==> config.mk <==
export PLATFORM = sky130hd
export DESIGN_NAME = irht_ctrl
export DESIGN_NICKNAME = d
export VERILOG_FILES = /design/src/rtl/assert_macros.svh /design/src/rtl/irht_pkg.sv /design/src/rtl/irht_ctrl.sv
export SDC_FILE = /design/constraint.sdc
export NUM_CORES = 1
export LEC_CHECK = 0
export ABC_AREA = 0
export BUFFER_PORTS_ARGS = -buffer_cell sky130_fd_sc_hd__buf_2
export CAP_MARGIN = 20
export CORE_AREA = 10 10 47 49
export DETAILED_ROUTE_END_ITERATION = 10
export DIE_AREA = 0 0 57 59
export SYNTH_ARGS = -nofsm -noshare
export SYNTH_HDL_FRONTEND = slang
export SYNTH_SLANG_ARGS = --single-unit
==> constraint.sdc <==
create_clock -name clk -period 2.5 [get_ports clk]
set_input_delay 0.125 -clock clk [delete_from_list [all_inputs] [get_ports clk]]
set_output_delay 0.125 -clock clk [all_outputs]
set_load 0.02 [all_outputs]
==> src/rtl/assert_macros.svh <==
//------------------------------------------------------------------------------
// Assertion macros
// Shared concurrent assertion forms, clocked on a rising edge and held off
// while the asynchronous active-low reset is asserted.
//------------------------------------------------------------------------------
`ifndef ASSERT_MACROS_SVH
`define ASSERT_MACROS_SVH

// expr must never hold
`define ASSERT_NEVER(label, clk, rst_n, expr, msg) \
	label: assert property (@(posedge clk) disable iff (!rst_n) !(expr)) \
		else $error(msg);

// ante implies cons in the same cycle
`define ASSERT_IMPL(label, clk, rst_n, ante, cons, msg) \
	label: assert property (@(posedge clk) disable iff (!rst_n) (ante) |-> (cons)) \
		else $error(msg);

// ante implies cons in the next cycle
`define ASSERT_NEXT(label, clk, rst_n, ante, cons, msg) \
	label: assert property (@(posedge clk) disable iff (!rst_n) (ante) |=> (cons)) \
		else $error(msg);

`endif

==> src/rtl/irht_pkg.sv <==
//------------------------------------------------------------------------------
// irht_pkg
// Types, constants and helpers shared by the id relabel hash table.
//------------------------------------------------------------------------------
package irht_pkg;

	localparam int ADDR_BITS  = 12;
	localparam int ID_WIDTH   = 32;
	localparam int IN_ID_W    = 32;
	localparam int KEY_W      = (ID_WIDTH < IN_ID_W) ? ID_WIDTH : IN_ID_W;
	localparam int IDX_W      = 12;
	localparam int OUT_DATA_W = 16;
	localparam int SIZE_W     = 4;
	localparam int BITS_W     = $clog2(ADDR_BITS + 1);
	localparam logic [SIZE_W-1:0] SIZE_RESET = SIZE_W'(12);

	typedef enum logic [1:0] {
		CMD_INSERT = 2'd0,
		CMD_LOOKUP = 2'd1,
		CMD_CLEAR  = 2'd2,
		CMD_NONE   = 2'd3
	} cmd_t;

	typedef enum logic [2:0] {
		ST_NEW       = 3'd0,
		ST_PRESENT   = 3'd1,
		ST_FOUND     = 3'd2,
		ST_NOT_FOUND = 3'd3,
		ST_FULL      = 3'd4,
		ST_CLEARED   = 3'd5
	} stat_t;

	typedef enum logic [2:0] {
		S_INIT,
		S_IDLE,
		S_CLEAR,
		S_READ,
		S_CHECK,
		S_WAIT
	} state_t;

	typedef struct packed {
		logic                 used;
		logic [KEY_W-1:0]     key;
		logic [ADDR_BITS-1:0] idx;
	} slot_t;

	typedef struct packed {
		logic  load;
		logic  clr_start;
		logic  sweep_wr;
		logic  rd_en;
		logic  step;
		logic  ins_wr;
		logic  res_set;
		stat_t res_status;
		logic  out_load;
	} dp_cmd_t;

	typedef struct packed {
		logic slot_used;
		logic key_match;
		logic probe_last;
		logic sweep_last;
		logic idx_full;
		logic out_free;
	} dp_stat_t;

	// clamp size register to 1..ADDR_BITS
	function automatic logic [BITS_W-1:0] eff_bits(input logic [SIZE_W-1:0] sb);
		logic [BITS_W-1:0] r;
		if (sb == '0)
			r = BITS_W'(1);
		else if (int'(sb) > ADDR_BITS)
			r = BITS_W'(ADDR_BITS);
		else
			r = BITS_W'(sb);
		return r;
	endfunction

endpackage

==> src/rtl/irht_ctrl.sv <==
//------------------------------------------------------------------------------
// irht_ctrl
// Sequencer: clearing sweep, probe read/check loop and result hand-off.
//------------------------------------------------------------------------------
module irht_ctrl import irht_pkg::*; (
	input  logic     clk,
	input  logic     arst_n,
	input  logic     s_tvalid,
	input  cmd_t     op_in,
	output logic     s_tready,
	input  dp_stat_t stat,
	output dp_cmd_t  cmd
);

	state_t state_q, state_d;
	cmd_t   op_q, op_d;

	always_ff @(posedge clk or negedge arst_n) begin
		if (!arst_n) begin
			state_q <= S_INIT;
			op_q    <= CMD_NONE;
		end else begin
			state_q <= state_d;
			op_q    <= op_d;
		end
	end

	always_comb begin
		state_d        = state_q;
		op_d           = op_q;
		s_tready       = 1'b0;
		cmd            = '0;
		cmd.res_status = ST_NOT_FOUND;
		case (state_q)
			S_INIT: begin
				cmd.sweep_wr = 1'b1;
				if (stat.sweep_last)
					state_d = S_IDLE;
			end
			S_IDLE: begin
				s_tready = 1'b1;
				if (s_tvalid) begin
					cmd.load = 1'b1;
					op_d     = op_in;
					case (op_in)
						CMD_CLEAR: begin
							cmd.clr_start = 1'b1;
							state_d       = S_CLEAR;
						end
						CMD_INSERT, CMD_LOOKUP: begin
							state_d = S_READ;
						end
						default: begin
							cmd.res_set    = 1'b1;
							cmd.res_status = ST_NOT_FOUND;
							state_d        = S_WAIT;
						end
					endcase
				end
			end
			S_CLEAR: begin
				cmd.sweep_wr = 1'b1;
				if (stat.sweep_last) begin
					cmd.res_set    = 1'b1;
					cmd.res_status = ST_CLEARED;
					state_d        = S_WAIT;
				end
			end
			S_READ: begin
				cmd.rd_en = 1'b1;
				state_d   = S_CHECK;
			end
			S_CHECK: begin
				if (!stat.slot_used) begin
					cmd.res_set = 1'b1;
					state_d     = S_WAIT;
					if (op_q == CMD_INSERT) begin
						if (stat.idx_full) begin
							cmd.res_status = ST_FULL;
						end else begin
							cmd.ins_wr     = 1'b1;
							cmd.res_status = ST_NEW;
						end
					end else begin
						cmd.res_status = ST_NOT_FOUND;
					end
				end else if (stat.key_match) begin
					cmd.res_set    = 1'b1;
					cmd.res_status = (op_q == CMD_INSERT) ? ST_PRESENT : ST_FOUND;
					state_d        = S_WAIT;
				end else if (stat.probe_last) begin
					cmd.res_set    = 1'b1;
					cmd.res_status = (op_q == CMD_INSERT) ? ST_FULL : ST_NOT_FOUND;
					state_d        = S_WAIT;
				end else begin
					cmd.step = 1'b1;
					state_d  = S_READ;
				end
			end
			S_WAIT: begin
				if (stat.out_free) begin
					cmd.out_load = 1'b1;
					state_d      = S_IDLE;
				end
			end
			default: begin
				state_d = S_INIT;
			end
		endcase
	end

endmodule

### Yosys cells after proc, flatten, opt, wreduce, memory -nomap -nowiden

Index checks and enable logic that the tools add are counted.

| storage, ports and cells | value |
|---|---|
| register bits after elaboration | 5 |
| bits in read-only memories | 0 |
| bits in writable memories | 0 |
| input port bits | 11 |
| output and inout port bits | 12 |
| latch bits | 0 |
| memories kept | 0 |

| operators by class | value |
|---|---|
| $add $sub $neg | 0 |
| $mul | 0 |
| $lt $le $gt $ge | 0 |
| div/mod/pow operators | 0 |
| multiplexer cells | 35 |
| eq/ne operators | 11 |
| reduce and logical (&&, ||, !) cells | 8 |
| bitwise gates (word level) | 0 |
| shifts and indexed selects | 0 |

Operators by type and width:

| kind | number |
|---|---|
| two-way mux 3 bit | 10 |
| two-way mux 4 bit | 6 |
| case mux 3 bit (6 select lines) | 1 |
| two-way mux 1 bit | 12 |
| case mux 4 bit (3 select lines) | 1 |
| two-way mux 2 bit | 4 |
| inequality test 2 bit (second input constant) | 4 |
| equality test 3 x 2 -> 1 bit (second input constant) | 2 |
| equality test 3 bit (second input constant) | 2 |
| case mux 3 bit (2 select lines) | 1 |
| logical NOT 2 bit | 2 |
| AND reduction 4 bit | 1 |
| OR reduction 2 bit | 2 |
| equality test 3 x 1 -> 1 bit (second input constant) | 1 |
| logical NOT 3 bit | 1 |
| OR reduction 3 bit | 1 |
| equality test 2 x 1 -> 1 bit (second input constant) | 1 |
| equality test 2 bit (second input constant) | 1 |
| AND reduction 2 bit | 1 |

### Depth between registers and ports, before layout

| logic depth | value |
|---|---|
| depth in word-level cells | 6 |
| depth in mapped cells | 4 |
| depth with buffers taken out | 3 |

### Worst setup path after synthesis

Ideal clock, no wire load.

| path | value |
|---|---|
| path kind | register to output |
| from | reg state_q[2] |
| to | out cmd[9] (netlist name) |
| data required time | 2.375 ns |
| slack | 0.811 ns |
| arrival time | 1.564 ns |
| stages on the path, launching flop included | 5 |
| buffers on the path | 1 |
| path through | dfrtp_1 -> buf_6 -> nor3b_4 -> nand2_1 -> nor3b_1 |

RTL lines:

| item | RTL line | source |
|---|---|---|
| start, declared | irht_ctrl.sv:15 | `state_t state_q, state_d;` |
| start signal, assigned | irht_ctrl.sv:23 | `state_q <= state_d;` |
| end, declared | irht_ctrl.sv:12 | `output dp_cmd_t cmd` |

==> impl_metrics.py <==
metrics = {
    "status": {
        "status": "complete, no violations",
    },
    "synth": {
        "syn-cell-area_um2": 467.9,
        "ys.flop_type": "dfrtp_1",
        "post-synth-top-area-cell": "dfrtp_1",
        "synth.area.top_cells": "dfrtp_1 (16%), dfstp_2 (11%), nor3b_4 (8.0%), mux2_2 (7.2%), nand2_1 (5.6%)",
        "yosys.area.top_type_share_pct": 16.04,
        "synthCells": 53,
        "synth_nets": 64,
        "synth_cell_types": 30,
        "synth-seq-cells": 5,
        "synthArstFlopShare_pct": 100.0,
        "ys_warn_count": 0,
        "synth_edf_count": 0,
        "synth_commonest_cells": "nand2_1 (7), inv_1 (4), dfrtp_1 (3), mux2_2 (3), nor2_1 (3)",
        "postSynthAreaPerCell_um2": 8.829,
        "synth_most_common_cell": "nand2_1",
        "yosysSeqAreaShare_pct": 27.27,
    },
    "cts": {
        "cts.sinks": 5,
        "h-tree-depth": 1,
        "cts_resized": 0,
        "clk_pin_slew_ps": 40,
        "cts_hold_buf": 1,
        "cts_buffers": 3,
        "root_buffer": "clkbuf_4",
        "clock_latency_ps": 230,
        "cts_buffer_depth": 2,
        "post-cts-setup-buffers": 0,
        "cts_tree": "yes",
    },
    "sta": {
        "clock_skew_ps": 0.9631,
        "period_minus_slack_ps": 1852,
        "max_slew_margin_pct": 74.02,
        "finalSetupViolCount": 0,
        "fmax_ghz": 0.5398,
        "grt_setup_unrepaired": "false",
        "hold_ws_ps": 121.3,
        "setup_ws_ps": 647.6,
        "period_share_pct": 74.09,
        "worst_slew_pin_slew_ps": 389.7,
        "fin_setup_tns_ps": 0,
        "drv_slew": 0,
        "report.final.hold_viol_count": 0,
    },
    "route": {
        "vias": 464,
        "final_antenna_net_count": 0,
        "vias_per_cell": 4.936,
        "drc_errors": 0,
        "drt_wl_total_um": 1204,
        "drt-initial-drc-count": 4,
        "drt_first_pass_iters": 3,
        "wire_per_inst_um": 12.81,
    },
    "worst_setup_path": {
        "r2r_start": "state_q[0]",
        "worstPathArrival_ps": 1730,
        "critPathLaunchType": "register",
        "critPathLaunch": "state_q[2]",
        "cp_slowest_cell": "dfrtp_1",
        "max_stage_delay_ps": 510,
        "crit_path_cell_trace": "nor3b_4 > nand2_1 > a221o_1 > buf_2",
        "worst-setup-path-type": "reg2out",
        "crit_required_ps": 2380,
        "crit_fanout": 9,
        "end_kind": "primary output",
    },
    "pwr": {
        "power_switching_w": 0.0002745,
        "total_power_w": 0.0006199,
        "combPwrFrac_pct": 54.5,
        "power.share.sequential_pct": 31.1,
        "p_sw_share_pct": 44.28,
        "intPower_w": 0.0003455,
        "p_clk_share_pct": 14.4,
        "ir_drop_mv": 0.5078,
        "p_leak_nw": 0.3029,
        "power_density_nw_per_um2": 1007,
    },
    "placement": {
        "gp_congestion": 0.7260,
        "placed_cells": 89,
        "portBuffers": 22,
        "hpwl_um": 981,
        "dp_slack_ps": 886.7,
    },
    "floorplan": {
        "dieArea_um2": 3363,
        "die_h_um": 59,
        "rows": 14,
        "die_w_um": 57,
        "io_pins": 23,
        "start_util_pct": 33.39,
        "core_um2": 1401,
    },
    "worst_hold_path": {
        "hp-class": "in2reg",
        "holdCritStartpoint": "stat[0]",
    },
    "finish": {
        "n_antenna_cell": 0,
        "syn2layout_area_growth_pct": 31.55,
        "num-fill-cells": 153,
        "stdcell_count": 94,
        "seq_area_um2": 127.6,
        "multi_input_area_um2": 306.5,
        "drive_above_1_share_pct": 46.15,
        "nNetsFinal": 90,
    },
    "global_route": {
        "grt_max_degree": 13,
        "grt_pass1_vias": 491,
        "globalRouteOverflowTotal": 0,
        "grt_pass1_wl_um": 2063,
        "antenna_found_initial": 0,
        "grt_usage_pct": 7.356,
    },
    "job": {
        "drv_cap": 0,
    },
}
==> cell type report <==
type | count | area share, %
Clock buffer | 4 | 4.268
Inverter | 4 | 2.439
Multi-Input combinational cell | 42 | 49.80
Sequential cell | 5 | 20.73
Tap cell | 16 | 3.252
Timing Repair Buffer | 23 | 19.51
==> flip-flops by register name, indices dropped and copies added (netlist names) <==
name	count
op_q	2
state_q	3
==> stage by stage <==
| stage | util (%) | area [um^2] |
|---|---|---|
| 6_report | 43.93 | 615.6 |
| 5_1_grt | 43.93 | 615.6 |
| 4_1_cts | 43.93 | 615.6 |
| 3_5_place_dp | 41.34 | 579.3 |
| 3_3_place_gp | 41.34 | 579.3 |
| 2_1_floorplan | - | 467.9 |
==> cells by family (layout without fill, tap and decap cells) <==
logic type | after synthesis | after routing | share of synthesized area (%)
compound gates | 13 | 13 | 20.32
buf+inv | 6 | 31 | 7.219
flops | 5 | 5 | 27.27
mux | 3 | 3 | 7.219
simple gates | 26 | 26 | 37.97
==> worst paths after layout <==
check / end / slack, ps / cells past startpoint
min in group asynchronous: state_q[1] / 240 / 2
max in group asynchronous: op_q[0] / 2050 / 2
min: state_q[2] / 120 / 2
max reg2reg: op_q[0] / 1080 / 3
max: cmd[2] / 650 / 4
min reg2reg: op_q[1] / 620 / 1
==> cells in the final DEF, fill, tap and decap left out, types with 2 or more instances in the layout <==
cell,instances
dfrtp_1,3
and3_1,2
nand2b_1,2
mux2_2,3
nor2_1,3
nand3_1,2
inv_1,4
nor3b_4,2
o21ai_0,2
clkbuf_4,3
dfstp_2,2
nand2_1,7
buf_2,22
nor3b_1,2
a2bb2oi_1,2
==> per-layer routing <==
layer  vias up  GRT usage, %  routed length, um
met4         0         4.027                  0
met5         -             0                  0
li1        243             -                  -
met3         0         2.146                 49
met1       212         8.462                530
met2         9         11.94                624
==> power by group through the flow <==
stage	logic (W)	registers (W)	clock network, W
final	0.000338	0.000193	0.0000890
after global routing	0.000378	0.000203	0.000101
after CTS	0.000344	0.000194	0.0000940
after detailed placement	0.000341	0.000193	0
after global placement	0.000341	0.000193	0
after floorplan	0.000298	0.000158	0
==> critical path, delay by kind of cell (launching register included) <==
kind	cells	cell delay (ps)
buffers and inverters	1	160
AND/OR/NAND/NOR	2	480
AO/OA/AOI/OAI	1	330
flip-flops	1	510
Power figures use the tool's default switching activity.
